**src/hdl/elre_pkg.sv**
```systemverilog
// Shared types, constants and digit helpers for the event log record encoder.
package elre_pkg;

	// Base-251 arithmetic: x / 251 == (x * RECIP_251) >> RECIP_SHIFT for every 32-bit x
	localparam logic [31:0] RECIP_251   = 32'd2190262207;
	localparam int          RECIP_SHIFT = 39;

	// Input limits
	localparam logic [7:0]  MAX_EVENT = 8'd250;
	localparam logic [31:0] MAX_TIME  = 32'd3969126000;
	localparam logic [31:0] MAX_DELTA = 32'd237198765;
	localparam int          DELTA_W   = 28;

	// Delta length thresholds (inclusive upper bounds)
	localparam logic [DELTA_W-1:0] DLEN1_MAX = 28'd127;
	localparam logic [DELTA_W-1:0] DLEN2_MAX = 28'd15813;
	localparam logic [DELTA_W-1:0] DLEN3_MAX = 28'd1953031;

	// Length prefixes on the top delta digit, and the record terminator
	localparam logic [7:0] PFX2     = 8'd128;
	localparam logic [7:0] PFX3     = 8'd192;
	localparam logic [7:0] PFX4     = 8'd224;
	localparam logic [7:0] END_BYTE = 8'hFE;

	// Longest record and the count that walks it
	localparam int REC_MAX = 10;
	localparam int CNT_W   = 4;
	localparam int TAIL_N  = 5;

	// Register map
	typedef enum logic {
		REG_BASE_TIME = 1'b0
	} reg_idx_t;

	// Queue entry kind
	typedef enum logic {
		KIND_REC = 1'b0,
		KIND_ERR = 1'b1
	} kind_t;

	// Number of delta digits
	typedef enum logic [1:0] {
		DLEN_1 = 2'd0,
		DLEN_2 = 2'd1,
		DLEN_3 = 2'd2,
		DLEN_4 = 2'd3
	} dlen_t;

	// Input transaction
	typedef struct packed {
		logic [7:0]  event_code;
		logic [31:0] now_seconds;
	} evt_t;

	// Output transaction
	typedef struct packed {
		logic [7:0] out_byte;
		logic       is_last;
		logic       error;
	} rec_t;

	// Classified work item between front and back
	typedef struct packed {
		kind_t              kind;
		logic [7:0]         ev;
		logic [DELTA_W-1:0] delta;
		logic [31:0]        now;
	} job_t;

	// Converted digits handed to the serializer
	typedef struct packed {
		kind_t      kind;
		dlen_t      dlen;
		logic [7:0] ev;
		logic [7:0] dd0;
		logic [7:0] dd1;
		logic [7:0] dd2;
		logic [7:0] dtop;
		logic [7:0] nd3;
		logic [7:0] nd2;
		logic [7:0] nd1;
		logic [7:0] nd0;
	} conv_t;

	// Quotient by 251 through the reciprocal multiply
	function automatic logic [24:0] div251(input logic [31:0] x);
		logic [63:0] p;
		p = {32'd0, x} * {32'd0, RECIP_251};
		return p[63:RECIP_SHIFT];
	endfunction

	// Remainder by 251 from the low bytes: x - 251*q == x + 5*q (mod 256)
	function automatic logic [7:0] rem251(input logic [7:0] x8, input logic [7:0] q8);
		logic [7:0] q5;
		q5 = {q8[5:0], 2'b00} + q8;
		return x8 + q5;
	endfunction

endpackage

```
**src/hdl/elre_front.sv**
```systemverilog
// Front end: config register, time state, input classification.
module elre_front (
	input  logic                clk,
	input  logic                arst_n,
	input  logic                psel,
	input  logic                penable,
	input  logic                pwrite,
	input  logic [2:0]          paddr,
	input  logic [31:0]         pwdata,
	output logic [31:0]         prdata,
	output logic                pready,
	input  logic                evt_valid,
	output logic                evt_ready,
	input  elre_pkg::evt_t      evt,
	output logic                job_valid,
	output elre_pkg::job_t      job,
	input  logic                q_full
);

	logic [31:0] base_q;
	logic [31:0] prev_q;
	logic        has_prev_q;
	logic [31:0] prev;
	logic [31:0] diff;
	logic        bad;
	logic        reserved;
	logic        reg_hit;

	// Decode the register index from the word address
	assign reg_hit = (elre_pkg::reg_idx_t'(paddr[2]) == elre_pkg::REG_BASE_TIME);
	assign pready  = 1'b1;
	assign prdata  = reg_hit ? base_q : 32'd0;

	// Classify the incoming event against the previous time
	assign prev     = has_prev_q ? prev_q : base_q;
	assign diff     = evt.now_seconds - prev;
	assign reserved = (evt.event_code > elre_pkg::MAX_EVENT);
	assign bad      = (evt.now_seconds < prev) || (evt.now_seconds > elre_pkg::MAX_TIME)
			|| (diff > elre_pkg::MAX_DELTA);

	// Push every non-reserved transaction into the queue
	assign evt_ready = !q_full;
	assign job_valid = evt_valid && evt_ready && !reserved;

	always_comb begin
		job.kind  = bad ? elre_pkg::KIND_ERR : elre_pkg::KIND_REC;
		job.ev    = evt.event_code;
		job.delta = diff[elre_pkg::DELTA_W-1:0];
		job.now   = evt.now_seconds;
	end

	// Write base time from the config port
	always_ff @(posedge clk or negedge arst_n) begin
		if (!arst_n) begin
			base_q <= 32'd0;
		end else if (psel && penable && pwrite && pready && reg_hit) begin
			base_q <= pwdata;
		end
	end

	// Advance the previous time on each good record
	always_ff @(posedge clk or negedge arst_n) begin
		if (!arst_n) begin
			prev_q     <= 32'd0;
			has_prev_q <= 1'b0;
		end else if (job_valid && !bad) begin
			prev_q     <= evt.now_seconds;
			has_prev_q <= 1'b1;
		end
	end

endmodule

```
**src/hdl/elre_fifo.sv**
```systemverilog
// Short queue of classified items between front and back.
module elre_fifo #(
	parameter int DEPTH = 2
) (
	input  logic           clk,
	input  logic           arst_n,
	input  logic           push,
	input  elre_pkg::job_t wdata,
	output logic           full,
	output logic           rvalid,
	input  logic           rready,
	output elre_pkg::job_t rdata
);

	localparam int PTR_W = $clog2(DEPTH);
	localparam int CNT_W = $clog2(DEPTH + 1);

	elre_pkg::job_t   mem_q [DEPTH];
	logic [PTR_W-1:0] wptr_q;
	logic [PTR_W-1:0] rptr_q;
	logic [CNT_W-1:0] cnt_q;
	logic             pop;

	assign full   = (cnt_q == CNT_W'(DEPTH));
	assign rvalid = (cnt_q != '0);
	assign pop    = rvalid && rready;
	assign rdata  = mem_q[rptr_q];

	// Store pushed entries
	always_ff @(posedge clk) begin
		if (push) begin
			mem_q[wptr_q] <= wdata;
		end
	end

	// Advance pointers and occupancy
	always_ff @(posedge clk or negedge arst_n) begin
		if (!arst_n) begin
			wptr_q <= '0;
			rptr_q <= '0;
			cnt_q  <= '0;
		end else begin
			if (push) begin
				wptr_q <= (wptr_q == PTR_W'(DEPTH - 1)) ? '0 : wptr_q + 1'b1;
			end
			if (pop) begin
				rptr_q <= (rptr_q == PTR_W'(DEPTH - 1)) ? '0 : rptr_q + 1'b1;
			end
			if (push && !pop) begin
				cnt_q <= cnt_q + 1'b1;
			end else if (pop && !push) begin
				cnt_q <= cnt_q - 1'b1;
			end
		end
	end

endmodule

```
**src/hdl/elre_conv.sv**
```systemverilog
// Back end, first half: base-251 digit conversion pipeline.
module elre_conv (
	input  logic            clk,
	input  logic            arst_n,
	input  logic            in_valid,
	output logic            in_ready,
	input  elre_pkg::job_t  in_job,
	output logic            out_valid,
	input  logic            out_ready,
	output elre_pkg::conv_t out_conv
);

	logic adv;
	logic v_s1, v_s2, v_s3;

	elre_pkg::job_t job_s1, job_s2, job_s3;
	logic [24:0]    q1d_s1, q1d_s2, q1d_s3;
	logic [24:0]    q1n_s1, q1n_s2, q1n_s3;
	logic [16:0]    q2d_s2, q2d_s3;
	logic [16:0]    q2n_s2, q2n_s3;
	logic [7:0]     q3d_s3, q3n_s3;

	logic [24:0] div_q2d, div_q2n, div_q3d, div_q3n;

	// Stall the whole pipe while the last stage waits
	assign adv       = !v_s3 || out_ready;
	assign in_ready  = adv;
	assign out_valid = v_s3;

	assign div_q2d = elre_pkg::div251({7'd0, q1d_s1});
	assign div_q2n = elre_pkg::div251({7'd0, q1n_s1});
	assign div_q3d = elre_pkg::div251({15'd0, q2d_s2});
	assign div_q3n = elre_pkg::div251({15'd0, q2n_s2});

	// Stage valids
	always_ff @(posedge clk or negedge arst_n) begin
		if (!arst_n) begin
			v_s1 <= 1'b0;
			v_s2 <= 1'b0;
			v_s3 <= 1'b0;
		end else if (adv) begin
			v_s1 <= in_valid;
			v_s2 <= v_s1;
			v_s3 <= v_s2;
		end
	end

	// Divide by 251 once per stage
	always_ff @(posedge clk) begin
		if (adv) begin
			job_s1 <= in_job;
			q1d_s1 <= elre_pkg::div251({4'd0, in_job.delta});
			q1n_s1 <= elre_pkg::div251(in_job.now);

			job_s2 <= job_s1;
			q1d_s2 <= q1d_s1;
			q1n_s2 <= q1n_s1;
			q2d_s2 <= div_q2d[16:0];
			q2n_s2 <= div_q2n[16:0];

			job_s3 <= job_s2;
			q1d_s3 <= q1d_s2;
			q1n_s3 <= q1n_s2;
			q2d_s3 <= q2d_s2;
			q2n_s3 <= q2n_s2;
			q3d_s3 <= div_q3d[7:0];
			q3n_s3 <= div_q3n[7:0];
		end
	end

	// Form digits, length class and top digit, prefixed for two or more delta digits
	always_comb begin
		out_conv.kind = job_s3.kind;
		out_conv.ev   = job_s3.ev;
		out_conv.dd0  = elre_pkg::rem251(job_s3.delta[7:0], q1d_s3[7:0]);
		out_conv.dd1  = elre_pkg::rem251(q1d_s3[7:0], q2d_s3[7:0]);
		out_conv.dd2  = elre_pkg::rem251(q2d_s3[7:0], q3d_s3);
		out_conv.nd0  = elre_pkg::rem251(job_s3.now[7:0], q1n_s3[7:0]);
		out_conv.nd1  = elre_pkg::rem251(q1n_s3[7:0], q2n_s3[7:0]);
		out_conv.nd2  = elre_pkg::rem251(q2n_s3[7:0], q3n_s3);
		out_conv.nd3  = q3n_s3;

		priority if (job_s3.delta <= elre_pkg::DLEN1_MAX) begin
			out_conv.dlen = elre_pkg::DLEN_1;
		end else if (job_s3.delta <= elre_pkg::DLEN2_MAX) begin
			out_conv.dlen = elre_pkg::DLEN_2;
		end else if (job_s3.delta <= elre_pkg::DLEN3_MAX) begin
			out_conv.dlen = elre_pkg::DLEN_3;
		end else begin
			out_conv.dlen = elre_pkg::DLEN_4;
		end

		unique case (out_conv.dlen)
			elre_pkg::DLEN_1: begin
				out_conv.dtop = out_conv.dd0;
			end
			elre_pkg::DLEN_2: begin
				out_conv.dtop = elre_pkg::PFX2 + q1d_s3[7:0];
			end
			elre_pkg::DLEN_3: begin
				out_conv.dtop = elre_pkg::PFX3 + q2d_s3[7:0];
			end
			default: begin
				out_conv.dtop = elre_pkg::PFX4 + q3d_s3;
			end
		endcase
	end

endmodule

```
**src/hdl/elre_ser.sv**
```systemverilog
// Back end, second half: record byte serializer with output register.
module elre_ser (
	input  logic            clk,
	input  logic            arst_n,
	input  logic            in_valid,
	output logic            in_ready,
	input  elre_pkg::conv_t in_conv,
	output logic            rec_valid,
	input  logic            rec_ready,
	output elre_pkg::rec_t  rec
);

	logic [7:0]                sr_q [elre_pkg::REC_MAX];
	logic [elre_pkg::CNT_W-1:0] cnt_q;
	logic                      err_q;
	logic                      out_v_q;
	elre_pkg::rec_t            out_q;

	logic [7:0]                ld_bytes [elre_pkg::REC_MAX];
	logic [elre_pkg::CNT_W-1:0] ld_cnt;
	logic [7:0]                tail [elre_pkg::TAIL_N];
	logic                      free;
	logic                      emit;
	logic                      load;

	assign free      = !out_v_q || rec_ready;
	assign emit      = free && (cnt_q != '0);
	assign in_ready  = (cnt_q == '0) || ((cnt_q == elre_pkg::CNT_W'(1)) && free);
	assign load      = in_valid && in_ready;
	assign rec_valid = out_v_q;
	assign rec       = out_q;

	// Lay out the record bytes by delta length; an error entry is one zero byte
	always_comb begin
		tail[0] = in_conv.nd3;
		tail[1] = in_conv.nd2;
		tail[2] = in_conv.nd1;
		tail[3] = in_conv.nd0;
		tail[4] = elre_pkg::END_BYTE;
		for (int i = 0; i < elre_pkg::REC_MAX; i++) begin
			ld_bytes[i] = 8'd0;
		end
		ld_cnt = elre_pkg::CNT_W'(1);
		if (in_conv.kind == elre_pkg::KIND_REC) begin
			ld_bytes[0] = in_conv.ev;
			ld_bytes[1] = in_conv.dd0;
			unique case (in_conv.dlen)
				elre_pkg::DLEN_1: begin
					for (int i = 0; i < elre_pkg::TAIL_N; i++) ld_bytes[2 + i] = tail[i];
					ld_cnt = elre_pkg::CNT_W'(7);
				end
				elre_pkg::DLEN_2: begin
					ld_bytes[2] = in_conv.dtop;
					for (int i = 0; i < elre_pkg::TAIL_N; i++) ld_bytes[3 + i] = tail[i];
					ld_cnt = elre_pkg::CNT_W'(8);
				end
				elre_pkg::DLEN_3: begin
					ld_bytes[2] = in_conv.dd1;
					ld_bytes[3] = in_conv.dtop;
					for (int i = 0; i < elre_pkg::TAIL_N; i++) ld_bytes[4 + i] = tail[i];
					ld_cnt = elre_pkg::CNT_W'(9);
				end
				default: begin
					ld_bytes[2] = in_conv.dd1;
					ld_bytes[3] = in_conv.dd2;
					ld_bytes[4] = in_conv.dtop;
					for (int i = 0; i < elre_pkg::TAIL_N; i++) ld_bytes[5 + i] = tail[i];
					ld_cnt = elre_pkg::CNT_W'(10);
				end
			endcase
		end
	end

	// Load a new record or shift out one byte
	always_ff @(posedge clk or negedge arst_n) begin
		if (!arst_n) begin
			cnt_q <= '0;
		end else if (load) begin
			cnt_q <= ld_cnt;
		end else if (emit) begin
			cnt_q <= cnt_q - 1'b1;
		end
	end

	always_ff @(posedge clk) begin
		if (load) begin
			sr_q  <= ld_bytes;
			err_q <= (in_conv.kind == elre_pkg::KIND_ERR);
		end else if (emit) begin
			for (int i = 0; i < elre_pkg::REC_MAX - 1; i++) begin
				sr_q[i] <= sr_q[i + 1];
			end
			sr_q[elre_pkg::REC_MAX - 1] <= 8'd0;
		end
	end

	// Hold the output transaction until taken
	always_ff @(posedge clk or negedge arst_n) begin
		if (!arst_n) begin
			out_v_q <= 1'b0;
		end else if (emit) begin
			out_v_q <= 1'b1;
		end else if (rec_ready) begin
			out_v_q <= 1'b0;
		end
	end

	always_ff @(posedge clk) begin
		if (emit) begin
			out_q.out_byte <= sr_q[0];
			out_q.is_last  <= (cnt_q == elre_pkg::CNT_W'(1));
			out_q.error    <= err_q;
		end
	end

endmodule

```
**src/hdl/event_log_record_encoder_core.sv**
```systemverilog
// Top level of the event log record encoder.
//
//   channel   direction  handshake                 payload
//   evt       in         evt_valid / evt_ready     elre_pkg::evt_t (event_code, now_seconds)
//   rec       out        rec_valid / rec_ready     elre_pkg::rec_t (out_byte, is_last, error)
//   config    in         APB psel/penable/pready   base_time at byte address 0
//
// The front takes one transaction per cycle while the queue has room; reserved events
// are dropped there. The serializer sends one byte per cycle while the output is taken: a
// record is 7 to 10 bytes by its delta length, an error result one byte. The first byte
// passes through the queue, three divide stages, serializer load and output register.
// Reset clears the time state, base_time, the queue and all stage valids.
// Either side may stall at will; the queue and conversion pipe absorb the difference.
module event_log_record_encoder_core #(
	parameter int QUEUE_DEPTH = 2
) (
	input  logic           clk,
	input  logic           arst_n,
	input  logic           psel,
	input  logic           penable,
	input  logic           pwrite,
	input  logic [2:0]     paddr,
	input  logic [31:0]    pwdata,
	output logic [31:0]    prdata,
	output logic           pready,
	input  logic           evt_valid,
	output logic           evt_ready,
	input  elre_pkg::evt_t evt,
	output logic           rec_valid,
	input  logic           rec_ready,
	output elre_pkg::rec_t rec
);

	logic            job_valid;
	elre_pkg::job_t  job;
	logic            q_full;
	logic            q_rvalid;
	logic            q_rready;
	elre_pkg::job_t  q_rdata;
	logic            cv_valid;
	logic            cv_ready;
	elre_pkg::conv_t cv;

	elre_front u_front (
		.clk       (clk),
		.arst_n    (arst_n),
		.psel      (psel),
		.penable   (penable),
		.pwrite    (pwrite),
		.paddr     (paddr),
		.pwdata    (pwdata),
		.prdata    (prdata),
		.pready    (pready),
		.evt_valid (evt_valid),
		.evt_ready (evt_ready),
		.evt       (evt),
		.job_valid (job_valid),
		.job       (job),
		.q_full    (q_full)
	);

	elre_fifo #(
		.DEPTH (QUEUE_DEPTH)
	) u_fifo (
		.clk    (clk),
		.arst_n (arst_n),
		.push   (job_valid),
		.wdata  (job),
		.full   (q_full),
		.rvalid (q_rvalid),
		.rready (q_rready),
		.rdata  (q_rdata)
	);

	elre_conv u_conv (
		.clk       (clk),
		.arst_n    (arst_n),
		.in_valid  (q_rvalid),
		.in_ready  (q_rready),
		.in_job    (q_rdata),
		.out_valid (cv_valid),
		.out_ready (cv_ready),
		.out_conv  (cv)
	);

	elre_ser u_ser (
		.clk       (clk),
		.arst_n    (arst_n),
		.in_valid  (cv_valid),
		.in_ready  (cv_ready),
		.in_conv   (cv),
		.rec_valid (rec_valid),
		.rec_ready (rec_ready),
		.rec       (rec)
	);

endmodule
```
**config.mk**
```make
export PLATFORM = sky130hd
export DESIGN_NAME = event_log_record_encoder_core
export DESIGN_NICKNAME = d
export VERILOG_FILES = /design/src/hdl/elre_pkg.sv /design/src/hdl/elre_front.sv /design/src/hdl/elre_fifo.sv /design/src/hdl/elre_conv.sv /design/src/hdl/elre_ser.sv /design/src/hdl/event_log_record_encoder_core.sv
export SDC_FILE = /design/constraint.sdc
export NUM_CORES = 2
export LEC_CHECK = 0
export BUFFER_PORTS_ARGS = -buffer_cell sky130_fd_sc_hd__buf_2
export CORE_MARGIN = 3
export CORE_UTILIZATION = 66
export CTS_CLUSTER_DIAMETER = 30
export CTS_CLUSTER_SIZE = 14
export DETAILED_ROUTE_END_ITERATION = 10
export PLACE_DENSITY_LB_ADDON = 0.08
export SLEW_MARGIN = 20
export SYNTH_ARGS = -nofsm -noshare
export SYNTH_HDL_FRONTEND = slang
export SYNTH_SLANG_ARGS = --single-unit
```
**constraint.sdc**
```tcl
create_clock -name clk -period 11.53 [get_ports clk]
set_input_delay 0.5765 -clock clk [delete_from_list [all_inputs] [get_ports clk]]
set_output_delay 0.5765 -clock clk [all_outputs]
set_load 0.03 [all_outputs]
```
==> results.ini <==
[route]
drt-wirelength-per-cell_microns = 21.7
post_drt_via_cell_ratio = 5.63
drtIter0Drc = 3723
drcViolationCount = 0
drt-total-wl_microns = 220000
num_vias = 57000
ant_nets = 0
dr.pass1.iters = 7

[setup_path]
r2r-start = u_fifo.rptr_q
cp_data_required_time_ps = 11940
cpPeakStageDelay_ps = 970
cpMaxStageDelayCell = dfrtp_4
cp_common_cell = fa_1
r2r_end = u_conv.q1n_s1[17]
crit_type = reg2reg
ff2ff_setup_slack_ps = 1230
critPathMaxFanout = 49
endpoint_kind = flop
start_kind = flop
crit_arrival_ps = 10710
r2r.worst_path.cells = 28

[grt]
grt.total_usage_pct = 32.6
grt_pass1_wl_microns = 349000
grt-ovfl-total = 0
antenna_found_initial = 0
grt_pass1_vias = 62500
grt_max_degree = 180

[cts]
clock_latency_ps = 690
path_clk_slew_ps = 50
cts_setup_buffers = 0
htreeDepth = 3
cts_tree = done
cts_made_buffers = 106
cts_sinks = 574
clockBufferDepth = 3
ctsRootBufferMaster = clkbuf_16

[sta]
tns_ps = 0
drv_slew = 0
fin_crit_ps = 10300
timing.fmax_ghz = 0.0971
fin_crit_sh_pct = 89.3
max-slew-margin-rel_pct = 32.4
rsz0062_at_grt = false
tightest_slew_ps = 1010
setup_ws_ps = 1230
fin_worst_skew_ps = 56.7
hold_violations = 0
setup_violations = 0

[placement]
port_buffers = 123
gp_congestion = 0.995
place_ws_ps = 1550
hpwl_microns = 186000

[floorplanning]
start_util_pct = 67.0
rows = 134
design.portCount = 127
die-width_microns = 375
core-area_sq_um = 134000
die_area_sq_um = 141000
die_h_microns = 375

[synthesis]
ys_seq_elements = 574
yosysWarnings = 0
async_reset_ff_share_pct = 13.4
synth_top_area_share_pct = 35.9
synthDistinctLibCells = 80
synth_top_flop_cell = edfxtp_1
syn_area_sq_um = 90100
synthTopCellsByArea = fa_1 (36%), ha_1 (21%), edfxtp_1 (17%)
synth_edf_count = 497
yosys.area.top_type = fa_1
synth_nets = 11300
ys_seq_area_share_pct = 18.7
synth_area_per_cell_sq_um = 11.1
syn-instance-count = 8092

[job]
maxCapViolCount = 0

[run_status]
outcome = finished clean

[worst_hold_path]
worstHoldStart = pwdata[18]
hold_class = in2reg
whs_path_depth = 2
min_to = u_front.base_q[18]

[finish]
multi_input_area_sq_um = 63600
ff_latch_area_sq_um = 16900
fin_util_pct = 71.9
syn_to_final_growth_pct = 7.32
nNetsFinal = 11500
diodes = 0
drive_above_1_share_pct = 5.17
num-fill-cells = 9879

[metrics by stage]
stage               hold WS (ps)  instances  instance area [sq um]
finish                       118      10100                  96700
global route                91.2      10100                  96700
CTS                         70.9      10100                  96700
detailed placement           405       9930                  92800
global placement             400       9930                  92800
floorplan                    281       8092                  90100
[cell families after synthesis]
logic type               after synthesis  synth area share (%)
AO/OA/AOI/OAI                        835                  6.20
buffers and inverters               2573                  10.8
flip-flops                           574                  18.7
multiplexers                         172                  2.04
adder cells (fa/ha/maj)             3148                  57.2
AND/OR/NAND/NOR                      633                  3.57
XOR/XNOR                             156                  1.52
other                                  1               0.00416
[flip-flops by register name (all words and copies together), names as in the netlist, 4 cells and up]
| name | flops |
|---|---|
| u_front.base_q | 32 |
| u_conv.out_conv | 9 |
| u_conv.q3d_s3 | 7 |
| u_conv.q2n_s3 | 8 |
| u_front.prev_q | 32 |
| u_conv.job_s2 | 45 |
| u_ser.rec | 10 |
| u_conv.q2d_s3 | 8 |
| u_ser.cnt_q | 4 |
| u_conv.q1d_s3 | 8 |
| u_conv.q1d_s2 | 8 |
| u_conv.job_s3 | 36 |
| u_conv.q2d_s2 | 14 |
| u_ser.sr_q | 73 |
| u_conv.job_s1 | 45 |
| u_conv.q1n_s2 | 8 |
| u_conv.q1n_s1 | 25 |
| u_conv.q2n_s2 | 17 |
| u_conv.q1d_s1 | 21 |
| u_conv.q1n_s3 | 8 |
| u_conv.q3n_s3 | 8 |
| u_fifo.mem_q | 138 |
[cells in the mapped netlist, drive strengths merged (20+ instances only)]
cell,number
mux2i,83
nand4,34
a211oi,21
o21a,32
nand2,177
a221oi,25
clkbuf,66
a31oi,29
mux2,89
nor3,27
nor2,117
or2,20
o41ai,21
xor2,53
nand3,54
fa,1617
nor2b,62
o21bai,26
dfrtp,77
edfxtp,497
or3,20
and3,24
a21oi,229
inv,2491
xnor2,103
a21o,142
nand2b,30
o21ai,135
ha,1531
[what timing repair did]
action	CTS	global route
gates resized for setup	0	0
hold buffers	1	0
hold endpoints to repair	10	0
[per-layer routing]
metal	global-route usage, %	vias up	share of wire [%]
met1	46.3	28800	44
met4	8.71	0	2.9
met2	51.1	1850	45
met3	7.36	365	8.2
li1	-	26000	-
met5	0	-	0
[cell usage in the layout, fill, tap and decap left out, types with 21 or more instances in the layout]
cell / Yosys / layout
o41ai_1: 21 / 21
a211oi_1: 21 / 21
xor2_1: 53 / 53
mux2_1: 29 / 29
nor2b_1: 62 / 61
inv_1: 2491 / 2491
inv_6: 0 / 28
dfrtp_1: 77 / 76
mux2i_1: 83 / 83
fa_1: 1617 / 1617
a21oi_1: 229 / 229
xnor2_1: 103 / 103
edfxtp_1: 497 / 497
o21a_1: 32 / 32
buf_2: 1 / 122
clkbuf_16: 0 / 107
ha_1: 1531 / 1530
o21ai_0: 132 / 132
mux2_2: 60 / 60
a21o_1: 142 / 142
nor3_1: 26 / 26
nor2_1: 117 / 117
a221oi_1: 25 / 25
nand2b_1: 30 / 29
nand4_1: 34 / 34
and3_1: 24 / 24
a31oi_1: 29 / 29
nand3_1: 54 / 54
nand2_1: 177 / 175
o21bai_1: 26 / 26
buf_4: 1 / 29
[critical path: cells and delay by family, from the launching register on]
family	cells	cell delay, ps
compound gates	10	2970
xor+xnor	1	100
fa+ha+maj	9	4660
buf+inv	7	830
flops	1	970
mux	1	440
[cell type report]
cell class / count / area share, %
multi-input cells: 4945 / 65.8
flip-flops and latches: 574 / 17.4
inverters: 2491 / 9.67
clock buffers: 111 / 2.79
well taps: 1768 / 2.29
clock inverters: 88 / 1.16
repair buffers: 153 / 0.888
[worst max-delay path by stage]
stage | start | to | slack (ps) | depth (start not counted)
5_1_grt | u_fifo.rptr_q | u_conv.q1n_s1[17] | 830 | 28
6_report | u_fifo.rptr_q | u_conv.q1n_s1[17] | 1230 | 28
4_1_cts | u_fifo.rptr_q | u_conv.q1n_s1[17] | 1320 | 28
3_5_place_dp | u_fifo.rptr_q | u_conv.q1n_s1[17] | 1550 | 28
3_3_place_gp | u_fifo.rptr_q | u_conv.q1n_s1[17] | 1580 | 28
2_1_floorplan | rec_ready | u_fifo.cnt_q[1] | 1230 | 8
Power is not shown: default switching activity piles up to over one toggle a cycle in this logic, so the estimate is an artifact.
